### config.mk
export PLATFORM = sky130hd
export DESIGN_NAME = tick_priority_task_scheduler_core
export DESIGN_NICKNAME = d
export VERILOG_FILES = /design/src/design/tpts_pkg.sv /design/src/design/tick_priority_task_scheduler_core.sv /design/src/design/tpts_cell.sv
export SDC_FILE = /design/constraint.sdc
export NUM_CORES = 1
export LEC_CHECK = 0
export ABC_AREA = 0
export CORE_MARGIN = 3
export CORE_UTILIZATION = 40
export CTS_BUF_LIST = sky130_fd_sc_hd__clkbuf_8
export DETAILED_ROUTE_END_ITERATION = 10
export DONT_BUFFER_PORTS = 1
export GPL_TIMING_DRIVEN = 0
export PLACE_DENSITY = 0.58
export SYNTH_ARGS = -nofsm -noshare
export SYNTH_HDL_FRONTEND = slang
export SYNTH_SLANG_ARGS = --single-unit
### constraint.sdc
create_clock -name clk -period 7.64 [get_ports clk]
set_input_delay 1.528 -clock clk [delete_from_list [all_inputs] [get_ports clk]]
set_output_delay 1.528 -clock clk [all_outputs]
set_load 0.01 [all_outputs]
### src/design/tpts_pkg.sv
// ----------------------------------------------------------------------------
// tpts_pkg: shared types and constants for the tick priority task scheduler
// Default sizes, opcodes, sequencer states and the per-cell command word.
// ----------------------------------------------------------------------------
`default_nettype none

package tpts_pkg;

  localparam int NUM_TASKS_DEF     = 8;
  localparam int COUNTER_BITS_DEF  = 10;
  localparam int PRIORITY_BITS_DEF = 8;

  // op field codes
  localparam logic OP_TICK = 1'b0;
  localparam logic OP_LOAD = 1'b1;

  typedef enum logic [1:0] {
    S_IDLE,
    S_SCAN,
    S_EMIT
  } state_t;

  // command strobes sent to one task cell
  typedef struct packed {
    logic load;
    logic refresh;
    logic dec;
  } cell_cmd_t;

endpackage

`default_nettype wire

### src/design/tick_priority_task_scheduler_core.sv
// ----------------------------------------------------------------------------
// tick_priority_task_scheduler_core: counter/priority task scheduler
// Task table held in a chain of cells; a sequencer drives loads, ticks,
// refresh and picks, and returns one result word per input word.
// ----------------------------------------------------------------------------
// Usage:
//   Input channel (item_valid / item_stall) carries one word: op selects a
//   timer tick or a load of one table entry (task_index, load_*). Output
//   channel (result_valid / result_stall) returns exactly one word per input
//   word: the running task, its counter and the switched/refreshed/
//   all_priorities_zero flags.
//   A load or a tick that does not reschedule goes straight to the emit
//   state. A reschedule runs the scan chain of NUM_TASKS-1 cells for one
//   pass, or for a second pass when a refresh is forced; the chain length
//   sets the length of a pass.
//   One word at a time: item_stall is high while a word is in work, and
//   the next word is taken once the sequencer is back in idle after the
//   result is loaded.
//   The next word is accepted while the previous result still waits.
//   Reset (synchronous, rst high): all entries cleared, idle (task 0) runs,
//   no result pending.
//   If the receiver stalls, the result word holds and the sequencer waits
//   with its next result until the output register is free.
// ----------------------------------------------------------------------------
`default_nettype none

module tick_priority_task_scheduler_core #(
  parameter int NUM_TASKS     = tpts_pkg::NUM_TASKS_DEF,
  parameter int COUNTER_BITS  = tpts_pkg::COUNTER_BITS_DEF,
  parameter int PRIORITY_BITS = tpts_pkg::PRIORITY_BITS_DEF,
  localparam int IDX_BITS     = (NUM_TASKS > 1) ? $clog2(NUM_TASKS) : 1
) (
  input  wire                      clk,
  input  wire                      rst,
  // input words
  input  wire                      item_valid,
  output logic                     item_stall,
  input  wire                      op,
  input  wire [IDX_BITS-1:0]       task_index,
  input  wire [COUNTER_BITS-1:0]   load_counter,
  input  wire [PRIORITY_BITS-1:0]  load_priority,
  input  wire                      load_present,
  input  wire                      load_runnable,
  // result words
  output logic                     result_valid,
  input  wire                      result_stall,
  output logic [IDX_BITS-1:0]      current_task,
  output logic                     switched,
  output logic [COUNTER_BITS-1:0]  current_counter,
  output logic                     refreshed,
  output logic                     all_priorities_zero
);

  localparam logic [IDX_BITS-1:0] SCAN_LAST = IDX_BITS'(NUM_TASKS - 1);

  tpts_pkg::state_t state, state_next;

  logic [IDX_BITS-1:0]     running;
  logic [IDX_BITS-1:0]     prev;
  logic                    refreshed_r;
  logic                    zero_r;
  logic [IDX_BITS-1:0]     wait_cnt;

  // chain wiring: entry 0 is the empty head word, entry i is cell i output
  logic                    chain_found [NUM_TASKS];
  logic [COUNTER_BITS-1:0] chain_cnt   [NUM_TASKS];
  logic [IDX_BITS-1:0]     chain_idx   [NUM_TASKS];
  logic [COUNTER_BITS-1:0] cell_cnt    [NUM_TASKS];
  tpts_pkg::cell_cmd_t     cmd         [1:NUM_TASKS-1];

  logic                    accept;
  logic                    load_go;
  logic                    dec_go;
  logic                    refresh_go;
  logic                    scan_done;
  logic                    emit;
  logic [COUNTER_BITS-1:0] run_cnt;
  logic                    end_found;
  logic [COUNTER_BITS-1:0] end_cnt;
  logic [IDX_BITS-1:0]     end_idx;

  assign chain_found[0] = 1'b0;
  assign chain_cnt[0]   = '0;
  assign chain_idx[0]   = '0;
  assign cell_cnt[0]    = '0;   // idle counter never changes

  genvar gi;
  generate
    for (gi = 1; gi < NUM_TASKS; gi++) begin : g_cell
      // task_index 0 and indexes past the table match no cell
      assign cmd[gi] = '{
        load:    load_go && (task_index == IDX_BITS'(gi)),
        refresh: refresh_go,
        dec:     dec_go && (running == IDX_BITS'(gi))
      };

      tpts_cell #(
        .CELL_INDEX    (gi),
        .IDX_BITS      (IDX_BITS),
        .COUNTER_BITS  (COUNTER_BITS),
        .PRIORITY_BITS (PRIORITY_BITS)
      ) u_cell (
        .clk            (clk),
        .rst            (rst),
        .cmd            (cmd[gi]),
        .load_counter   (load_counter),
        .load_priority  (load_priority),
        .load_present   (load_present),
        .load_runnable  (load_runnable),
        .scan_found_in  (chain_found[gi-1]),
        .scan_cnt_in    (chain_cnt[gi-1]),
        .scan_idx_in    (chain_idx[gi-1]),
        .scan_found_out (chain_found[gi]),
        .scan_cnt_out   (chain_cnt[gi]),
        .scan_idx_out   (chain_idx[gi]),
        .counter        (cell_cnt[gi])
      );
    end
  endgenerate

  assign end_found = chain_found[NUM_TASKS-1];
  assign end_cnt   = chain_cnt[NUM_TASKS-1];
  assign end_idx   = chain_idx[NUM_TASKS-1];
  assign run_cnt   = cell_cnt[running];

  // sequencer: next state and strobes
  always_comb begin
    state_next = state;
    item_stall = 1'b1;
    accept     = 1'b0;
    load_go    = 1'b0;
    dec_go     = 1'b0;
    refresh_go = 1'b0;
    emit       = 1'b0;
    scan_done  = (wait_cnt == SCAN_LAST);
    unique case (state)
      tpts_pkg::S_IDLE: begin
        item_stall = 1'b0;
        accept     = item_valid;
        if (item_valid) begin
          if (op == tpts_pkg::OP_LOAD) begin
            load_go    = 1'b1;
            state_next = tpts_pkg::S_EMIT;
          end else begin
            // running task with counter left: count down
            dec_go  = (running != '0) && (run_cnt != '0);
            // reschedule when idle runs or counter is / becomes zero
            if ((running == '0) || (run_cnt[COUNTER_BITS-1:1] == '0)) begin
              state_next = tpts_pkg::S_SCAN;
            end else begin
              state_next = tpts_pkg::S_EMIT;
            end
          end
        end
      end
      tpts_pkg::S_SCAN: begin
        if (scan_done) begin
          if (end_found && (end_cnt == '0) && !refreshed_r) begin
            refresh_go = 1'b1;   // second pass after refresh
          end else begin
            state_next = tpts_pkg::S_EMIT;
          end
        end
      end
      tpts_pkg::S_EMIT: begin
        emit = !result_valid || !result_stall;
        if (emit) begin
          state_next = tpts_pkg::S_IDLE;
        end
      end
      default: begin
        state_next = tpts_pkg::S_IDLE;
      end
    endcase
  end

  always_ff @(posedge clk) begin
    if (rst) begin
      state <= tpts_pkg::S_IDLE;
    end else begin
      state <= state_next;
    end
  end

  // pick bookkeeping
  always_ff @(posedge clk) begin
    if (rst) begin
      running     <= '0;
      prev        <= '0;
      refreshed_r <= 1'b0;
      zero_r      <= 1'b0;
      wait_cnt    <= '0;
    end else begin
      if (accept) begin
        prev        <= running;
        refreshed_r <= 1'b0;
        zero_r      <= 1'b0;
        wait_cnt    <= '0;
      end else if (state == tpts_pkg::S_SCAN) begin
        if (scan_done) begin
          wait_cnt <= '0;
          if (!end_found) begin
            running <= '0;
          end else if (end_cnt != '0) begin
            running <= end_idx;
          end else if (!refreshed_r) begin
            refreshed_r <= 1'b1;
          end else begin
            // refresh gave nothing: force idle
            running <= '0;
            zero_r  <= 1'b1;
          end
        end else begin
          wait_cnt <= wait_cnt + IDX_BITS'(1);
        end
      end
    end
  end

  // output register
  always_ff @(posedge clk) begin
    if (rst) begin
      result_valid <= 1'b0;
    end else if (emit) begin
      result_valid <= 1'b1;
    end else if (!result_stall) begin
      result_valid <= 1'b0;
    end
  end

  always_ff @(posedge clk) begin
    if (emit) begin
      current_task        <= running;
      switched            <= (running != prev);
      current_counter     <= run_cnt;
      refreshed           <= refreshed_r;
      all_priorities_zero <= zero_r;
    end
  end

endmodule

`default_nettype wire

### src/design/tpts_cell.sv
// ----------------------------------------------------------------------------
// tpts_cell: one task entry of the scheduler chain
// Holds present/runnable/counter/priority for one task and forwards the
// running best-candidate word to its upper neighbor every cycle.
// ----------------------------------------------------------------------------
`default_nettype none

module tpts_cell #(
  parameter int CELL_INDEX    = 1,
  parameter int IDX_BITS      = 3,
  parameter int COUNTER_BITS  = tpts_pkg::COUNTER_BITS_DEF,
  parameter int PRIORITY_BITS = tpts_pkg::PRIORITY_BITS_DEF
) (
  input  wire                          clk,
  input  wire                          rst,
  input  tpts_pkg::cell_cmd_t          cmd,
  input  wire [COUNTER_BITS-1:0]       load_counter,
  input  wire [PRIORITY_BITS-1:0]      load_priority,
  input  wire                          load_present,
  input  wire                          load_runnable,
  input  wire                          scan_found_in,
  input  wire [COUNTER_BITS-1:0]       scan_cnt_in,
  input  wire [IDX_BITS-1:0]           scan_idx_in,
  output logic                         scan_found_out,
  output logic [COUNTER_BITS-1:0]      scan_cnt_out,
  output logic [IDX_BITS-1:0]          scan_idx_out,
  output logic [COUNTER_BITS-1:0]      counter
);

  localparam int SUM_BITS =
    ((COUNTER_BITS > PRIORITY_BITS) ? COUNTER_BITS : PRIORITY_BITS) + 1;
  localparam logic [SUM_BITS-1:0] CNT_MAX = SUM_BITS'({COUNTER_BITS{1'b1}});

  logic                     present;
  logic                     runnable;
  logic [PRIORITY_BITS-1:0] priority_q;
  logic [SUM_BITS-1:0]      refresh_sum;
  logic [COUNTER_BITS-1:0]  refresh_val;
  logic                     eligible;
  logic                     take;

  // counter/2 + priority, saturated
  always_comb begin
    refresh_sum = SUM_BITS'(counter >> 1) + SUM_BITS'(priority_q);
    if (refresh_sum > CNT_MAX) begin
      refresh_val = {COUNTER_BITS{1'b1}};
    end else begin
      refresh_val = refresh_sum[COUNTER_BITS-1:0];
    end
  end

  // >= so that ties go to the higher index (chain runs upward)
  assign eligible = present && runnable;
  assign take     = eligible && (!scan_found_in || (counter >= scan_cnt_in));

  always_ff @(posedge clk) begin
    if (rst) begin
      present    <= 1'b0;
      runnable   <= 1'b0;
      counter    <= '0;
      priority_q <= '0;
    end else begin
      priority case (1'b1)
        cmd.load: begin
          present    <= load_present;
          runnable   <= load_runnable;
          counter    <= load_counter;
          priority_q <= load_priority;
        end
        cmd.refresh: begin
          if (present) begin
            counter <= refresh_val;
          end
        end
        cmd.dec: begin
          counter <= counter - COUNTER_BITS'(1);
        end
        default: begin
        end
      endcase
    end
  end

  always_ff @(posedge clk) begin
    if (rst) begin
      scan_found_out <= 1'b0;
      scan_cnt_out   <= '0;
      scan_idx_out   <= '0;
    end else begin
      scan_found_out <= scan_found_in || eligible;
      if (take) begin
        scan_cnt_out <= counter;
        scan_idx_out <= IDX_BITS'(CELL_INDEX);
      end else begin
        scan_cnt_out <= scan_cnt_in;
        scan_idx_out <= scan_idx_in;
      end
    end
  end

endmodule

`default_nettype wire

# Yosys cells after proc, flatten, opt, wreduce, memory -nomap -nowiden
# Cells that the tools add are included.
dict set report totals {
  ff_bits 265
  latchBits 0
  ramBits 0
  rom_bits 0
  input_bits 28
  out_inout_bits 18
  elab_cells 291
  memories 0
}
dict set report op_classes {
  addsub 15
  n_mul 0
  div_mod_pow 0
  magnitude_cmp 14
  n_eq_ne 31
  n_shift 0
  mux 76
  bitwise 4
  reduce_logical 85
}
# operator n
set op_table {}
lappend op_table {{$mux W10} 43}
lappend op_table {{$gt A11 B10 Y1 const B} 7}
lappend op_table {{$add A9 B8 Y10} 7}
lappend op_table {{$sub A10 B1 Y10 const B} 7}
lappend op_table {{$ge A10 B10 Y1} 6}
lappend op_table {{$bmux W10 S3} 1}
lappend op_table {{$logic_and A1 B1 Y1} 30}
lappend op_table {{$eq A3 B3 Y1 const B} 9}
lappend op_table {{$mux W3} 8}
lappend op_table {{$reduce_bool A3 Y1} 8}
lappend op_table {{$ne A3 B2 Y1 const B} 7}
lappend op_table {{$reduce_bool A10 Y1} 2}
lappend op_table {{$mux W2} 8}
lappend op_table {{$mux W1} 15}
lappend op_table {{$logic_or A1 B1 Y1} 14}
lappend op_table {{$reduce_and A2 Y1} 7}
lappend op_table {{$reduce_or A2 Y1} 7}
lappend op_table {{$eq A3 B2 Y1 const B} 4}
lappend op_table {{$reduce_and A4 Y1} 3}
lappend op_table {{$logic_not A10 Y1} 1}
lappend op_table {{$logic_not A1 Y1} 9}
lappend op_table {{$logic_not A9 Y1} 1}
lappend op_table {{$ne A2 B2 Y1 const B} 4}
lappend op_table {{$eq A3 B1 Y1 const B} 2}
lappend op_table {{other kinds (13)} 15}

# Logic depth before layout (Yosys ltp)
# Gate-level depths: netlist of the first run.
dict set report depth {
  ltp_word 13
  mapped_depth 11
  ltp_nobuf 9
}

# Modules after synthesis
# A second synthesis of the first run with hierarchy kept.
dict set report unflattened {
  cells_unflattened 2085
  hier_area_um2 17838.4
}
# mod n_inst cells_per_inst area_each_um2 seq_area_each_um2
set by_module_without_submodules {}
lappend by_module_without_submodules {{tpts_cell (g_cell[5].u_cell ...)} 2 280 2321.0 680.7}
lappend by_module_without_submodules {{tpts_cell (g_cell[1].u_cell ...)} 2 266 2232.1 680.7}
lappend by_module_without_submodules {{tpts_cell (g_cell[7].u_cell)} 1 268 2252.2 680.7}
lappend by_module_without_submodules {{tpts_cell (g_cell[2].u_cell)} 1 257 2215.9 680.7}
lappend by_module_without_submodules {{tpts_cell (g_cell[3].u_cell)} 1 264 2195.9 680.7}
lappend by_module_without_submodules {tick_priority_task_scheduler_core 1 204 2068.2 760.7}

# Least setup slack after synthesis of the first run
# Ideal clock, no wire load.
dict set report synth_path {
  kind {input to register}
  startpoint {in item_valid}
  endpoint {reg g_cell[2].u_cell.counter[1]}
  setup_time_ns 0.146
  arrival_time_ns 3.214
  required_time_ns 7.494
  setup_slack_ns 4.280
  stages 7
  n_path_buf 1
  path_cell_list {nor3b_1 clkbuf_1 nand2_1 or2_2 a2111o_1 a221oi_1 a311oi_1}
}
dict set report synth_between {
  elab_chain_len 5
  word_cells_on_any_way 10
  cone_classes {1 x eq/ne; 5 x mux; 4 x reduce/logical}
}
# item line_no
set synth_rtl {}
lappend synth_rtl {{start, declared} tick_priority_task_scheduler_core.sv:36} ;# input wire item_valid,
lappend synth_rtl {{$mux W1} tick_priority_task_scheduler_core.sv:140} ;# if (item_valid) begin
lappend synth_rtl {{$mux W1} tick_priority_task_scheduler_core.sv:136} ;# unique case (state)
lappend synth_rtl {{$logic_and A1 B1 Y1 (on tied branches)} {tick_priority_task_scheduler_core.sv:92, tick_priority_task_scheduler_core.sv:94}}
lappend synth_rtl {{$ne A3 B2 Y1 (no line) / $reduce_bool A3 Y1 (equally long branches)} -}
lappend synth_rtl {{$reduce_and A2 Y1 (no line)} -}
lappend synth_rtl {{end signal, assigned} tpts_cell.sv:67} ;# counter <= load_counter;
lappend synth_rtl {{end signal, assigned} tpts_cell.sv:72} ;# counter <= refresh_val;
lappend synth_rtl {{end signal, assigned} tpts_cell.sv:76} ;# counter <= counter - COUNTER_BITS'(1);
lappend synth_rtl {{end, declared} tpts_cell.sv:27} ;# output logic [COUNTER_BITS-1:0] counter
# Parallel ways exist; a longest one is shown, timed or not.
# A chain may end at the register's enable or synchronous reset.

# Worst setup path in the final report of the first run
dict set report layout_path {
  startpoint {in item_valid}
  endpoint {reg g_cell[1].u_cell.counter[9]}
}
dict set report layout_between {
  elab_chain_len 5
  word_cells_on_any_way 10
  cone_classes {1 x eq/ne; 5 x mux; 4 x reduce/logical}
}
# item line_no
set layout_rtl {}
lappend layout_rtl {{$mux W1} tick_priority_task_scheduler_core.sv:140}
lappend layout_rtl {{$mux W1} tick_priority_task_scheduler_core.sv:136}
lappend layout_rtl {{$logic_and A1 B1 Y1 (on tied branches)} {tick_priority_task_scheduler_core.sv:92, tick_priority_task_scheduler_core.sv:94}}
lappend layout_rtl {{$ne A3 B2 Y1 (no line) / $reduce_bool A3 Y1 (equally long branches)} -}
lappend layout_rtl {{$reduce_and A2 Y1 (no line)} -}
lappend layout_rtl {{end signal, assigned} tpts_cell.sv:67}
lappend layout_rtl {{end signal, assigned} tpts_cell.sv:72}
lappend layout_rtl {{end signal, assigned} tpts_cell.sv:76}
lappend layout_rtl {{end, declared} tpts_cell.sv:27}
# Parallel ways exist; a longest one is shown, timed or not.

==> results.json, run 1 <==
{
  "outcome": "finished clean",
  "synth-edff-count": 16,
  "critPathMostFrequentCell": "clkbuf_1",
  "cts_root_buf": "clkbuf_8",
  "cts.sinks": 263,
  "detail-route-antenna-nets": 0,
  "maxCapViolations": 0,
  "setup_viol": 0,
  "setup_tns_ns": 0,
  "cts_buffer_depth": 3,
  "ys_types": 72,
  "placed_cells": 2483,
  "die_width_um": 206,
  "worstMarginPinSlew_ns": 1.31,
  "switching_share": 0.275,
  "numCtsBuffers": 48,
  "grt_first_pass_wirelength_um": 96300,
  "gp_congestion": 0.977,
  "grt-ovfl-total": 0,
  "ys_seq_area_frac": 0.338,
  "min_period_ns": 4.18,
  "p_comb_frac": 0.084,
  "synth_top_area_cell": "dfxtp_1",
  "slew_viol_final": 0,
  "holdBufCountCts": 0,
  "cpPeakStageDelay_ns": 0.55,
  "multi_input_area_um2": 9920,
  "core_area_um2": 39200,
  "cpMaxStageDelayCell": "clkbuf_1",
  "dp_hpwl_um": 47600,
  "ys.flop_type": "dfxtp_1",
  "num-fill-cells": 3998,
  "fin_crit_sh": 0.547,
  "finalPower_mw": 3.03,
  "pwr-share-clk": 0.444,
  "drc": 0,
  "cts_tree": "yes",
  "power_density_nw_per_um2": 171,
  "final_cell_mix": "nand2_1, dfxtp_1, a21oi_1",
  "dieArea_um2": 42600,
  "vias_per_cell": 5.99,
  "area_growth_pct": 10.2,
  "crit_fanout": 10,
  "die_h_um": 206,
  "antenna_found_initial": 0,
  "yosys_warnings": 0,
  "row_count": 72,
  "drt_pass1_iterations": 7,
  "io_pins": 46,
  "p_int_mw": 2.19,
  "synth_top_area_share": 0.308,
  "syn_area_um2": 16100,
  "syn_avg_cell_area_um2": 8.18,
  "seqPwrFrac": 0.472,
  "fin_cells": 2570,
  "insertedDiodeCount": 0,
  "drt_iter0_markers": 1522,
  "syn-num-nets": 2122,
  "port_buffers": 0,
  "nNetsFinal": 2175,
  "synth-seq-cells": 263,
  "postCtsSetupBuffers": 0,
  "cp_cell_sequence": "nor3b_1, clkbuf_1, clkbuf_1, nand3_1, nand2_1, a31oi_1, o31ai_1, a21oi_1",
  "cts.repair.resized": 0,
  "wl_per_cell_um": 25.7,
  "p_switching_mw": 0.833,
  "min_path_type": "reg -> reg",
  "grt_pass1_vias": 14696,
  "synth_area_leaders": "dfxtp_1, ha_1, nand2_1, mux2i_1, a21oi_1",
  "cp.required_ns": 8.13,
  "end_kind": "flip-flop",
  "async_reset_ff_frac": 0,
  "critical_path_class": "in -> reg",
  "p_leak_nw": 6.66,
  "grt_max_degree": 13,
  "skew_ns": 0.0450,
  "seqCellArea_um2": 5430,
  "finalHoldViolCount": 0,
  "start_kind": "input pin",
  "worstSkewPairLatency_ns": 0.65,
  "wirelength_um": 66100,
  "start_util": 0.410,
  "slew_headroom": 0.129,
  "crit_arrival_ns": 4.66,
  "grt_util_all_layers": 0.309,
  "grt_setup_unrepaired": "no",
  "vias": 15387,
  "drive_gt1_frac": 0.0585,
  "clock.fmax_ghz": 0.239,
  "ir_drop_mv": 0.102,
  "synthCells": 1962,
  "cts_max_level": 2,
  "final_common_cell": "nand2_1",
  "path_clk_slew_ns": 0.07
}
worst max-delay path, delay by kind of cell:
family                 cells  cell delay, ns
AND/OR/NAND/NOR            3            1.55
buffers and inverters      2            0.98
AO/OA/AOI/OAI              3            0.59
metrics by stage:
step	worst slack (ns)	instance area [um^2]	util	hold slack, ns
global route	3.47	17700	0.451	0.438
floorplan	4.28	16100	-	0.406
CTS	3.68	17700	0.451	0.438
finish	3.46	17700	0.451	0.438
detailed placement	3.02	16700	0.427	0.422
global placement	3.03	16700	0.426	0.417
state kept, by name (all words and copies together) (netlist names), 2 cells and up:
signal,count
g_cell.u_cell.counter,70
g_cell.u_cell.scan_cnt_out,70
g_cell.u_cell.priority_q,56
g_cell.u_cell.scan_idx_out,17
current_counter,10
g_cell.u_cell.present,7
g_cell.u_cell.runnable,7
g_cell.u_cell.scan_found_out,6
current_task,3
prev,3
running,3
wait_cnt,3
state,2
per-layer routing:
layer / wire length, um / global-route usage / up-vias
li1: - / - / 7119
met1: 28400 / 0.417 / 7337
met2: 27700 / 0.464 / 764
met3: 6170 / 0.0657 / 167
met4: 3790 / 0.160 / 0
met5: 0 / 0 / -
cell type report:
cell class	instances	area share
Clock inverter	28	0.00729
Sequential cell	263	0.307
Clock buffer	59	0.0459
Buffer	99	0.0219
Multi-Input combinational cell	1511	0.561
Tap cell	518	0.0366
Timing Repair Buffer	3	0.00170
Inverter	89	0.0189
logic make-up after synthesis:
group	synth area share
adders and majority gates	0.106
muxes	0.0719
xor gates and xnor gates	0.0491
DFF	0.338
buffers and inverters	0.0449
and+or+nand+nor	0.191
AOI/OAI and AO/OA	0.199
synth_stat cells, types with 8 or more instances:
master     count
nand2_1      375
dfxtp_1      247
a21oi_1      156
ha_1         125
nor2_1       115
mux2i_1       95
inv_1         88
clkbuf_1      85
nor3_1        70
o21ai_0       65
xnor2_1       47
xor2_1        43
a211oi_1      41
nand3_1       30
a21o_1        26
o211ai_1      21
nor4_1        17
edfxtp_1      16
nand2b_1      15
o21bai_1      13
o22ai_1       13
a31oi_1       12
and2_1        12
o31ai_1       12
a221oi_1      11
o21a_1        11
or3_1         11
a22oi_1       10
a311oi_1      10
mux2_2        10
o221ai_1      10
nand4_1        9
nor2b_1        9
a2111oi_0      8
a211o_1        8
buf_1          8
o21ai_1        8
power by group through the flow:
stage | registers (mW) | logic (mW) | clock network (mW)
floorplan | 1.45 | 0.178 | 0
detailed placement | 1.46 | 0.246 | 0
CTS | 1.43 | 0.247 | 1.36
finish | 1.43 | 0.254 | 1.34
global route | 1.43 | 0.278 | 1.41
global placement | 1.46 | 0.242 | 0
path summary, 6_finish.rpt:
| path | start | end | slack, ns | cells after the start |
|---|---|---|---|---|
| max | item_valid | g_cell[1].u_cell.counter[9] | 3.46 | 8 |
| min | refreshed_r | refreshed | 0.44 | 0 |
| max reg2reg | wait_cnt[0] | g_cell[5].u_cell.counter[7] | 3.77 | 9 |
| min reg2reg | refreshed_r | refreshed | 0.44 | 0 |
Note: power is estimated with default switching activity, not from simulation.
==> run 2, diff against run 1 <==
--- a/config.mk
+++ b/config.mk
@@ -12,7 +12,7 @@
 export DETAILED_ROUTE_END_ITERATION = 10
 export DONT_BUFFER_PORTS = 1
 export GPL_TIMING_DRIVEN = 0
-export PLACE_DENSITY = 0.58
+export PLACE_DENSITY = 0.6
 export SYNTH_ARGS = -nofsm -noshare
 export SYNTH_HDL_FRONTEND = slang
 export SYNTH_SLANG_ARGS = --single-unit
==> constraint.sdc (replaced) <==
create_clock -name clk -period 3.4 [get_ports clk]
set_input_delay 0.68 -clock clk [delete_from_list [all_inputs] [get_ports clk]]
set_output_delay 0.68 -clock clk [all_outputs]
set_load 0.01 [all_outputs]
==> results.json, run 2 (synthesized netlist as in run 1, its figures left out) <==
{
  "drt_pass1_iterations": 5,
  "final_cell_mix": "nand2_1, dfxtp_1, a21oi_1",
  "setup_viol": 0,
  "nNetsFinal": 2174,
  "crit_fanout": 10,
  "detail-route-antenna-nets": 0,
  "finalPower_mw": 6.95,
  "slew_viol_final": 0,
  "skew_ns": 0.0242,
  "cts_tree": "yes",
  "wirelength_um": 65300,
  "ir_drop_mv": 0.261,
  "cts_buffer_depth": 3,
  "area_growth_pct": 11.0,
  "critical_path_class": "reg -> reg",
  "grt_first_pass_wirelength_um": 96000,
  "cts.sinks": 263,
  "grt-ovfl-total": 0,
  "start_util": 0.410,
  "gr-max-usage-layer": "met2",
  "vias_per_cell": 6.03,
  "grtUsageMet3": 0.0784,
  "power_density_nw_per_um2": 390,
  "maxCapViolations": 0,
  "numCtsBuffers": 46,
  "cts_root_buf": "clkbuf_8",
  "outcome": "finished clean",
  "grt_util_all_layers": 0.306,
  "die_width_um": 206,
  "gr-usage-met1": 0.423,
  "design_area_um2": 17800,
  "end_kind": "flip-flop",
  "min_period_ns": 3.31,
  "dieArea_um2": 42600,
  "final_util": 0.455,
  "dp_hpwl_um": 46900,
  "slew_headroom": 0.224,
  "gp_congestion": 0.992,
  "grt_pass1_vias": 14541,
  "drc": 0,
  "use_met2": 0.448,
  "antenna_found_initial": 0,
  "fin_crit_sh": 0.974,
  "io_pins": 46,
  "row_count": 72,
  "timing.hold.ws_ns": 0.222,
  "grt_max_degree": 13,
  "p_leak_nw": 6.71,
  "min_path_type": "in -> reg",
  "worstMarginPinSlew_ns": 1.16,
  "die_h_um": 206,
  "finalHoldViolCount": 0,
  "port_buffers": 0,
  "core_area_um2": 39200,
  "start_kind": "flip-flop",
  "crit_arrival_ns": 3.80,
  "drive_gt1_frac": 0.0670,
  "rrSetupSlack_ns": 0.09,
  "wl_per_cell_um": 25.4,
  "vias": 15461,
  "drt_iter0_markers": 1759,
  "clock.fmax_ghz": 0.302,
  "dpl-instance-area_um2": 16700,
  "cp.required_ns": 3.89,
  "path_clk_slew_ns": 0.06,
  "final_common_cell": "nand2_1",
  "reg_top3": "g_cell.u_cell.counter x70, g_cell.u_cell.scan_cnt_out x70, g_cell.u_cell.priority_q x56",
  "grt_setup_unrepaired": "no",
  "cts_max_level": 2,
  "worstSkewPairLatency_ns": 0.59
}
==> run 2: cell types whose count changed in the layout (fill, tap and decap cells not counted), moves of 4 or more <==
cell and delta:
clkbuf_2 +9, clkbuf_8 -4, bufinv_16 +4, clkinv_2 -5, clkbuf_1 -10
==> run 2: critical path, cell delays in order (launching register included) <==
cell and delay [ns]:
dfxtp_1 0.36, ha_1 0.17, ha_1 0.24, nor4bb_1 0.56
and4_2 0.60, clkbuf_2 0.44, nor2_1 0.24, a211oi_1 0.25
o21ai_0 0.14, mux2i_1 0.21
==> run 2: per-stage QoR <==
stage | TNS, ns | instances | setup WS (ns)
after global placement | -26.52 | 2480 | -0.893
after CTS | 0 | 2564 | 0.0242
after floorplan | 0 | 1962 | 0.717
after detailed placement | -18.07 | 2482 | -0.499
final | 0 | 2565 | 0.0882
after global routing | 0 | 2564 | 0.0215
==> run 2: worst paths after layout <==
check	to	from	cells past startpoint
setup reg to reg	g_cell[6].u_cell.counter[6]	wait_cnt[0]	9
hold / removal	g_cell[2].u_cell.runnable	load_runnable	2
hold reg to reg	all_priorities_zero	zero_r	0
setup / recovery	g_cell[6].u_cell.counter[6]	wait_cnt[0]	9
==> run 2: what timing repair did <==
item	4_1_cts	5_1_grt
hold buffers	0	0
setup endpoints to repair	62	50
gates resized for setup	12	20
pin swaps	1	0
gates cloned	0	0
endpoints found under the hold margin	0	0
setup buffers	3	0
==> run 2: cell type report <==
| class | count | area [um^2] |
|---|---|---|
| Multi-Input combinational cell | 1511 | 9970 |
| Tap cell | 518 | 648 |
| Timing Repair Buffer | 5 | 61.3 |
| Clock buffer | 55 | 757 |
| Fill cell | 3972 | 21400 |
| Buffer | 98 | 398 |
| Inverter | 89 | 334 |
| Antenna cell | 1 | 2.50 |
| Sequential cell | 263 | 5430 |
| Clock inverter | 25 | 211 |
==> run 2: where the power goes <==
| group | switching, mW | internal (mW) | total (mW) |
|---|---|---|---|
| clock | 1.40 | 1.76 | 3.17 |
| sequential | 0.0646 | 3.15 | 3.21 |
| combinational | 0.363 | 0.211 | 0.573 |
| total | 1.83 | 5.12 | 6.95 |
==> run 2: routing by layer <==
metal	vias to the layer above	share of wire
met5	-	0
met1	7334	0.42
met2	830	0.41
met3	175	0.12
met4	0	0.053
li1	7122	-
==> run 3, diff against run 2 <==
==> constraint.sdc (replaced) <==
create_clock -name clk -period 2.9 [get_ports clk]
set_input_delay 0.58 -clock clk [delete_from_list [all_inputs] [get_ports clk]]
set_output_delay 0.58 -clock clk [all_outputs]
set_load 0.01 [all_outputs]
==> results.json, run 3 (synthesized netlist as in run 1, its figures left out) <==
{
  "outcome": "finished clean",
  "ir_drop_mv": 0.301,
  "antenna_found_initial": 0,
  "cts_tree": "yes",
  "seqPwrFrac": 0.462,
  "setup_tns_ns": 0,
  "cp.required_ns": 3.40,
  "fin_cells": 2587,
  "final_common_cell": "nand2_1",
  "drt_iter0_markers": 1641,
  "min_period_ns": 2.87,
  "placed_cells": 2482,
  "grt_first_pass_wirelength_um": 96100,
  "cts_buffer_depth": 3,
  "core_area_um2": 39200,
  "crit_arrival_ns": 3.38,
  "drc": 0,
  "cts_max_level": 2,
  "vias": 15584,
  "cp_cell_sequence": "buf_12, buf_8, buf_1, nand2_1, a211oi_1, o211ai_1, o21ai_0",
  "p_switching_mw": 2.14,
  "finalHoldViolCount": 0,
  "area_growth_pct": 14.3,
  "critical_path_class": "reg -> reg",
  "reg_top3": "g_cell.u_cell.counter x70, g_cell.u_cell.scan_cnt_out x70, g_cell.u_cell.priority_q x56",
  "worstSkewPairLatency_ns": 0.59,
  "crit_fanout": 10,
  "wirelength_um": 65700,
  "cpPeakStageDelay_ns": 0.70,
  "gp_congestion": 0.992,
  "path_clk_slew_ns": 0.06,
  "maxCapViolations": 0,
  "end_kind": "flip-flop",
  "clock.fmax_ghz": 0.348,
  "start_util": 0.410,
  "cts.sinks": 263,
  "wl_per_cell_um": 25.4,
  "start_kind": "flip-flop",
  "cpMaxStageDelayCell": "a211oi_1",
  "p_comb_frac": 0.083,
  "dpl-instance-area_um2": 16700,
  "p_int_mw": 6.01,
  "min_path_type": "in -> reg",
  "final_cell_mix": "nand2_1, dfxtp_1, a21oi_1",
  "switching_share": 0.263,
  "grt-ovfl-total": 0,
  "p_leak_nw": 6.92,
  "power_density_nw_per_um2": 444,
  "grt_pass1_vias": 14592,
  "grt_setup_unrepaired": "no",
  "nNetsFinal": 2196,
  "design_area_um2": 18300,
  "vias_per_cell": 6.02,
  "port_buffers": 0,
  "row_count": 72,
  "dp_hpwl_um": 46900,
  "die_width_um": 206,
  "detail-route-antenna-nets": 0,
  "slew_headroom": 0.230,
  "crit_buf_inv": 3,
  "grt_util_all_layers": 0.306,
  "io_pins": 46,
  "timing.hold.ws_ns": 0.124,
  "cts_root_buf": "clkbuf_8",
  "drt_pass1_iterations": 5,
  "fin_crit_sh": 0.991,
  "die_h_um": 206,
  "numCtsBuffers": 46,
  "drive_gt1_frac": 0.101,
  "grt_max_degree": 18,
  "pwr-share-clk": 0.454,
  "cp_top_family": "compound AO/OA/AOI/OAI gates",
  "slew_viol_final": 0,
  "skew_ns": 0.0210,
  "setup_viol": 0,
  "worstMarginPinSlew_ns": 1.15,
  "dieArea_um2": 42600,
  "num-fill-cells": 3910
}
-- run 3: cell types whose count changed in the layout (fill, tap and decap cells not counted), moves of 5 or more --
cell	change
clkbuf_1	-17
dfxtp_1	-5
a221oi_4	+5
buf_12	+5
clkbuf_4	+5
buf_4	+18
-- run 3: cell type report --
type / count / area (um^2) / area share
Clock inverter: 25 / 211 / 0.0115
Timing Repair Buffer: 30 / 304 / 0.0166
Clock buffer: 55 / 757 / 0.0413
Multi-Input combinational cell: 1511 / 10200 / 0.556
Buffer: 95 / 462 / 0.0252
Inverter: 89 / 334 / 0.0182
Sequential cell: 263 / 5440 / 0.296
Antenna cell: 1 / 2.50 / 0.000136
Tap cell: 518 / 648 / 0.0353
-- run 3: what timing repair did --
item                                   CTS  global route
setup endpoints to repair              133           141
hold buffers                             0             0
endpoints found under the hold margin    0             0
pin swaps                                7             9
resized for setup                       55            64
setup buffers                           12            15
cloned                                   0             1
-- run 3: layer usage --
| layer | part of all wire | track usage |
|---|---|---|
| met1 | 0.42 | 0.421 |
| met2 | 0.41 | 0.448 |
| met3 | 0.12 | 0.0824 |
| met4 | 0.052 | 0.137 |
| met5 | 0 | 0 |
-- run 3: power by group through the flow --
stage | clock (mW) | sequential (mW) | combinational, mW
6_report | 3.70 | 3.76 | 0.679
5_1_grt | 3.88 | 3.77 | 0.743
4_1_cts | 3.73 | 3.76 | 0.657
3_5_place_dp | 0 | 3.84 | 0.648
3_3_place_gp | 0 | 3.84 | 0.636
2_1_floorplan | 0 | 3.81 | 0.469
-- run 3: path summary, 6_finish.rpt --
check,end,startpoint,slack [ns],cells after the start
min reg2reg,all_priorities_zero,zero_r,0.44,0
max reg2reg,g_cell[5].u_cell.counter[3],running[0],0.03,7
min,g_cell[3].u_cell.priority_q[6],load_priority[6],0.12,2
max,g_cell[5].u_cell.counter[3],running[0],0.03,7
-- run 3: through the flow --
step	power [mW]	setup slack, ns	utilization
6_report	8.14	0.0274	0.468
5_1_grt	8.39	0.00392	0.468
4_1_cts	8.14	-0.00117	0.460
3_5_place_dp	4.49	-0.999	0.427
3_3_place_gp	4.47	-1.39	0.426
2_1_floorplan	4.28	0.217	-
